File: src/hw/rtl/kwm_pkg.sv
`timescale 1ns / 1ps

package kwm_pkg;

    localparam int LANES      = 8;
    localparam int LANE_DEPTH = 16;

    localparam int DATA_W = 32;
    localparam int LANE_W = $clog2(LANES);
    localparam int SCAN_W = LANE_W + 1;
    localparam int IDX_W  = $clog2(LANE_DEPTH);
    localparam int CNT_W  = $clog2(LANE_DEPTH + 1);
    localparam int ADDR_W = $clog2(LANES * LANE_DEPTH);

    typedef enum logic
    {
        CMD_INSERT = 1'b0,
        CMD_POP    = 1'b1
    } command_t;

    typedef enum logic [1:0]
    {
        ST_INSERTED = 2'd0,
        ST_FULL     = 2'd1,
        ST_POPPED   = 2'd2,
        ST_EMPTY    = 2'd3
    } result_code_t;

    typedef struct packed
    {
        command_t           command;
        logic [2:0]         lane;
        logic signed [31:0] value;
    } req_item_t;

    typedef struct packed
    {
        logic signed [31:0] result_value;
        logic [2:0]         source_lane;
        result_code_t       status;
    } rsp_item_t;

    typedef enum logic [3:0]
    {
        S_IDLE,
        S_DISPATCH,
        S_INS_RD,
        S_INS_CMP,
        S_SCAN,
        S_SCAN_CMP,
        S_POP_RD,
        S_POP_WR,
        S_DONE
    } state_t;

    typedef struct packed
    {
        logic         capture;
        logic         ins_rd;
        logic         wr_shift_up;
        logic         wr_value;
        logic         dec_k;
        logic         inc_count;
        logic         scan_rd;
        logic         scan_update;
        logic         scan_next;
        logic         pop_init;
        logic         pop_rd;
        logic         pop_wr;
        logic         dec_count;
        logic         out_load;
        result_code_t out_code;
    } ctrl_cmd_t;

    typedef struct packed
    {
        logic is_pop;
        logic lane_refused;
        logic k_zero;
        logic v_less;
        logic scan_done;
        logic scan_nonempty;
        logic found;
        logic pop_more;
        logic out_free;
    } ctrl_status_t;

endpackage

File: src/hw/rtl/kwm_ctrl.sv
`timescale 1ns / 1ps

module kwm_ctrl
    import kwm_pkg::*;
(
    input  logic         clk,
    input  logic         rst_n,
    input  logic         req_valid,
    output logic         req_ready,
    input  ctrl_status_t status,
    output ctrl_cmd_t    cmd
);

    state_t       state_reg;
    state_t       state_next;
    result_code_t res_reg;
    result_code_t res_next;

    always_ff @(posedge clk or negedge rst_n)
    begin
        if (!rst_n)
        begin
            state_reg <= S_IDLE;
            res_reg   <= ST_INSERTED;
        end
        else
        begin
            state_reg <= state_next;
            res_reg   <= res_next;
        end
    end

    always_comb
    begin
        state_next   = state_reg;
        res_next     = res_reg;
        cmd          = '0;
        cmd.out_code = res_reg;
        req_ready    = 1'b0;

        unique case (state_reg)
            S_IDLE:
            begin
                req_ready = 1'b1;
                if (req_valid)
                begin
                    cmd.capture = 1'b1;
                    state_next  = S_DISPATCH;
                end
            end
            S_DISPATCH:
            begin
                if (status.is_pop)
                begin
                    state_next = S_SCAN;
                end
                else if (status.lane_refused)
                begin
                    res_next   = ST_FULL;
                    state_next = S_DONE;
                end
                else
                begin
                    state_next = S_INS_RD;
                end
            end
            S_INS_RD:
            begin
                if (status.k_zero)
                begin
                    cmd.wr_value  = 1'b1;
                    cmd.inc_count = 1'b1;
                    res_next      = ST_INSERTED;
                    state_next    = S_DONE;
                end
                else
                begin
                    cmd.ins_rd = 1'b1;
                    state_next = S_INS_CMP;
                end
            end
            S_INS_CMP:
            begin
                if (status.v_less)
                begin
                    cmd.wr_shift_up = 1'b1;
                    cmd.dec_k       = 1'b1;
                    state_next      = S_INS_RD;
                end
                else
                begin
                    cmd.wr_value  = 1'b1;
                    cmd.inc_count = 1'b1;
                    res_next      = ST_INSERTED;
                    state_next    = S_DONE;
                end
            end
            S_SCAN:
            begin
                if (status.scan_done)
                begin
                    if (status.found)
                    begin
                        cmd.pop_init = 1'b1;
                        state_next   = S_POP_RD;
                    end
                    else
                    begin
                        res_next   = ST_EMPTY;
                        state_next = S_DONE;
                    end
                end
                else if (status.scan_nonempty)
                begin
                    cmd.scan_rd = 1'b1;
                    state_next  = S_SCAN_CMP;
                end
                else
                begin
                    cmd.scan_next = 1'b1;
                end
            end
            S_SCAN_CMP:
            begin
                cmd.scan_update = 1'b1;
                cmd.scan_next   = 1'b1;
                state_next      = S_SCAN;
            end
            S_POP_RD:
            begin
                if (status.pop_more)
                begin
                    cmd.pop_rd = 1'b1;
                    state_next = S_POP_WR;
                end
                else
                begin
                    cmd.dec_count = 1'b1;
                    res_next      = ST_POPPED;
                    state_next    = S_DONE;
                end
            end
            S_POP_WR:
            begin
                cmd.pop_wr = 1'b1;
                state_next = S_POP_RD;
            end
            S_DONE:
            begin
                if (status.out_free)
                begin
                    cmd.out_load = 1'b1;
                    state_next   = S_IDLE;
                end
            end
            default:
            begin
                state_next = S_IDLE;
            end
        endcase
    end

`ifndef SYNTHESIS
    a_done_exit: assert property (@(posedge clk) disable iff (!rst_n)
        (state_reg == S_DONE && status.out_free) |=> state_reg == S_IDLE)
        else $error("result stage did not return to idle");

    a_accept_dispatch: assert property (@(posedge clk) disable iff (!rst_n)
        (state_reg == S_IDLE && req_valid) |=> state_reg == S_DISPATCH)
        else $error("accepted transaction not dispatched");

    a_pop_loop: assert property (@(posedge clk) disable iff (!rst_n)
        state_reg == S_POP_WR |=> state_reg == S_POP_RD)
        else $error("pop shift left its loop");
`endif

endmodule

File: config.mk
export PLATFORM = sky130hd
export DESIGN_NAME = kwm_ctrl
export DESIGN_NICKNAME = d
export VERILOG_FILES = /design/src/hw/rtl/kwm_pkg.sv /design/src/hw/rtl/kwm_ctrl.sv
export SDC_FILE = /design/constraint.sdc
export NUM_CORES = 1
export LEC_CHECK = 0
export ABC_AREA = 1
export BUFFER_PORTS_ARGS = -buffer_cell sky130_fd_sc_hd__buf_2
export CAP_MARGIN = 20
export CORE_MARGIN = 2
export CORE_UTILIZATION = 38
export CTS_CLUSTER_SIZE = 10
export DETAILED_ROUTE_END_ITERATION = 10
export HOLD_SLACK_MARGIN = 0.15
export MAX_ROUTING_LAYER = met4
export PLACE_DENSITY = 0.73
export SYNTH_ARGS = -nofsm -noshare
export SYNTH_HDL_FRONTEND = slang
export SYNTH_SLANG_ARGS = --single-unit
File: constraint.sdc
create_clock -name clk -period 1.3 [get_ports clk]
set_input_delay 0.39 -clock clk [delete_from_list [all_inputs] [get_ports clk]]
set_output_delay 0.39 -clock clk [all_outputs]
set_load 0.01 [all_outputs]
==> flow_summary_export.csv <==
group,metric,value,unit
drt,route.met3.wl,163,um
placed_design,io_buffers,28,
drt,vias,772,
drt,ant_nets,0,
clock_tree,cts_inserted_buffers,3,
synthesis,ys_seq_area_share,28.4,%
floorplanning,die_y,41.3,um
sta,rsz0062_at_grt,"yes",
global_route,track_usage,23.8,%
outcome,outcome,"finished with violations",
sta,clock_skew,0.00644,ns
floorplanning,num_io_pins,29,
pwr,p_total,2.11,mW
sta,finalSetupViolCount,20,
clock_tree,htreeDepth,1,
final_layout,design_area,1010,um^2
clock_tree,cts_root_buf,"clkbuf_4",
drt,wl,1.95,mm
final_layout,seq_area,155,um^2
final_layout,nets,149,
critical_path,required,0.91,ns
critical_path,worstPathArrival,1.33,ns
drt,drcViolationCount,0,
synthesis,avgSynthCellArea,6.15,um^2
drt,highest_layer,"met4",
worst_hold_path,min_path_cells,4,
critical_path,crit_path_max_fanout,5,
floorplanning,start_util,40.7,%
final_layout,n_antenna_cell,0,
synthesis,synth_warnings,0,
worst_hold_path,whs_endpoint,"res_reg[1]",
placed_design,dpl.hpwl,1.25,mm
clock_tree,clock_latency,0.25,ns
clock_tree,clock-sinks,6,
final_layout,drive_above_1_share,63.2,%
clock_tree,cts_tree,"done",
critical_path,crit_type,"reg2out",
pwr,vdd_drop_max,1290,uV
pwr,p_leak,0.593,nW
global_route,grt_pass1_wl,2.57,mm
sta,hold_viol_final,0,
job,maxCapViolations,0,
critical_path,r2r_start,"state_reg[3]",
global_route,grt_pass1_vias,621,
critical_path,r2r-end,"res_reg[0]",
floorplanning,num_rows,13,
drt,first_iter_violations,25,
clock_tree,cts_max_path_buffers,2,
final_layout,multi_input_area,409,um^2
floorplanning,fp.dieW,41.3,um
sta,fin_crit,1.72,ns
sta,worst_slack,-0.424,ns
drt,drt-met1-wl,777,um
critical_path,worstSetupStartpointType,"register",
sta,maxSlewViolCount,0,
final_layout,nFillCells,85,
placed_design,placed_area,795,um^2
synthesis,netlist_area,529,um^2
final_layout,largest_register_ffs,4,
worst_hold_path,hp-start,"status[1]",
critical_path,worst_setup_path_end_kind,"output pin",
drt,routed_via_density,5.11,
floorplanning,design.core.area,1300,um^2
sta,fin_setup_tns,-5.95,ns
placed_design,dp_slack,-0.190,ns
critical_path,worstRegToRegCells,9,
synthesis,syn-num-nets,98,
worst_hold_path,hp-class,"in2reg",
drt,wire_per_inst,12.9,um
global_route,grt_max_degree,7,
pwr,power_density,2090,nW/um^2
sta,slew_headroom,85.4,%
final_layout,area_delta_synth_final,91.3,%
global_route,antenna_found_initial,0,
synthesis,synth_cell_types,16,
floorplanning,fp.dieArea,1710,um^2
drt,met2WireLength,950,um
sta,max_clock_freq,580,MHz
placed_design,gp_congestion,0.950,
synthesis,ys_seq_elements,6,
outcome,violations,"setup timing",
drt,first_pass_iters,4,
critical_path,reg2reg_slack,-0.13,ns
global_route,gr-total-overflow,0,
sta,tightestPinTransition,0.218,ns
sta,hold-worst-slack,0.461,ns
synthesis,synthCells,86,
clock_tree,path_clk_slew,0.05,ns
sta,finalCritPeriodShare,133,%
==> report_power, final <==
part	switching (mW)	internal, mW	leakage (nW)
registers	0.112	0.281	0.0715
logic	0.837	0.696	0.507
clock network	0.0683	0.116	0.0150
total	1.02	1.09	0.593
==> synthesized netlist by cell type <==
library cell | instances | share of area (%)
nand2_1 | 19 | 13
inv_2 | 3 | 2.1
nand2_2 | 1 | 1.2
nand2_4 | 1 | 2.1
buf_4 | 2 | 2.8
o21ai_0 | 2 | 1.9
nand3_1 | 14 | 13
dfrtp_1 | 6 | 28
nor2_1 | 12 | 8.5
nor2_2 | 3 | 3.5
nand4_1 | 1 | 1.2
inv_1 | 15 | 11
o31ai_1 | 1 | 1.4
nor2_4 | 3 | 6.4
nor4_1 | 1 | 1.2
nor3_1 | 2 | 1.9
==> per-stage QoR <==
step	instances	utilization, %
6_report	151	77.8
4_1_cts	146	68.2
3_5_place_dp	139	61.1
2_1_floorplan	86	-
5_1_grt	151	77.8
3_3_place_gp	139	61.1
==> worst max-delay path by stage <==
stage | from | endpoint | slack, ns
after floorplan | state_reg[2] | cmd[12] | -0.15
after global placement | state_reg[3] | cmd[15] | -0.14
after detailed placement | state_reg[2] | cmd[7] | -0.19
after CTS | state_reg[2] | cmd[7] | -0.40
after global routing | state_reg[0] | cmd[7] | -0.51
final | state_reg[3] | cmd[10] | -0.42
==> routing by layer <==
metal | vias up | global-route usage [%]
met3 | 6 | 7.45
met1 | 354 | 29.6
li1 | 368 | -
met5 | - | -
met4 | 0 | 2.42
met2 | 44 | 39.1
==> what timing repair did <==
item | in CTS | in global routing
gates resized for setup | 10 | 21
pin swaps | 4 | 6
setup endpoints to repair | 18 | 20
setup buffers | 2 | 5
endpoints found under the hold margin | 6 | 0
hold buffers | 1 | 0
==> worst max-delay path, stage by stage (launching register included) <==
cell     delay (ns)
dfrtp_2        0.44
nor2_4         0.23
inv_4          0.09
o31ai_4        0.17
buf_2          0.16
==> cells in the final DEF (no fill, tap or decap), drive strengths merged <==
master	synthesis	routed
nand2	21	21
nand3	14	14
buf	2	47
nand4	1	1
o21ai	2	2
inv	18	18
dfrtp	6	6
dlygate4sd3	0	1
nor4	1	1
o31ai	1	1
nor2	18	18
clkbuf	0	4
nor3	2	2
==> layout make-up <==
class | count | share of cell area [%]
timing repair buffer | 48 | 32.6
multi-input combinational | 60 | 40.4
tap | 15 | 1.85
clock buffer | 4 | 2.60
sequential | 6 | 15.3
inverter | 18 | 7.17
==> cell families (layout without fill, tap and decap cells) <==
logic type	count (synthesis)	count (layout)	synth area share, %
flip-flops	6	6	28.4
buffers and inverters	20	70	15.6
AND/OR/NAND/NOR	57	57	52.7
AO/OA/AOI/OAI	3	3	3.31
Note: power is estimated with default switching activity, not from simulation.
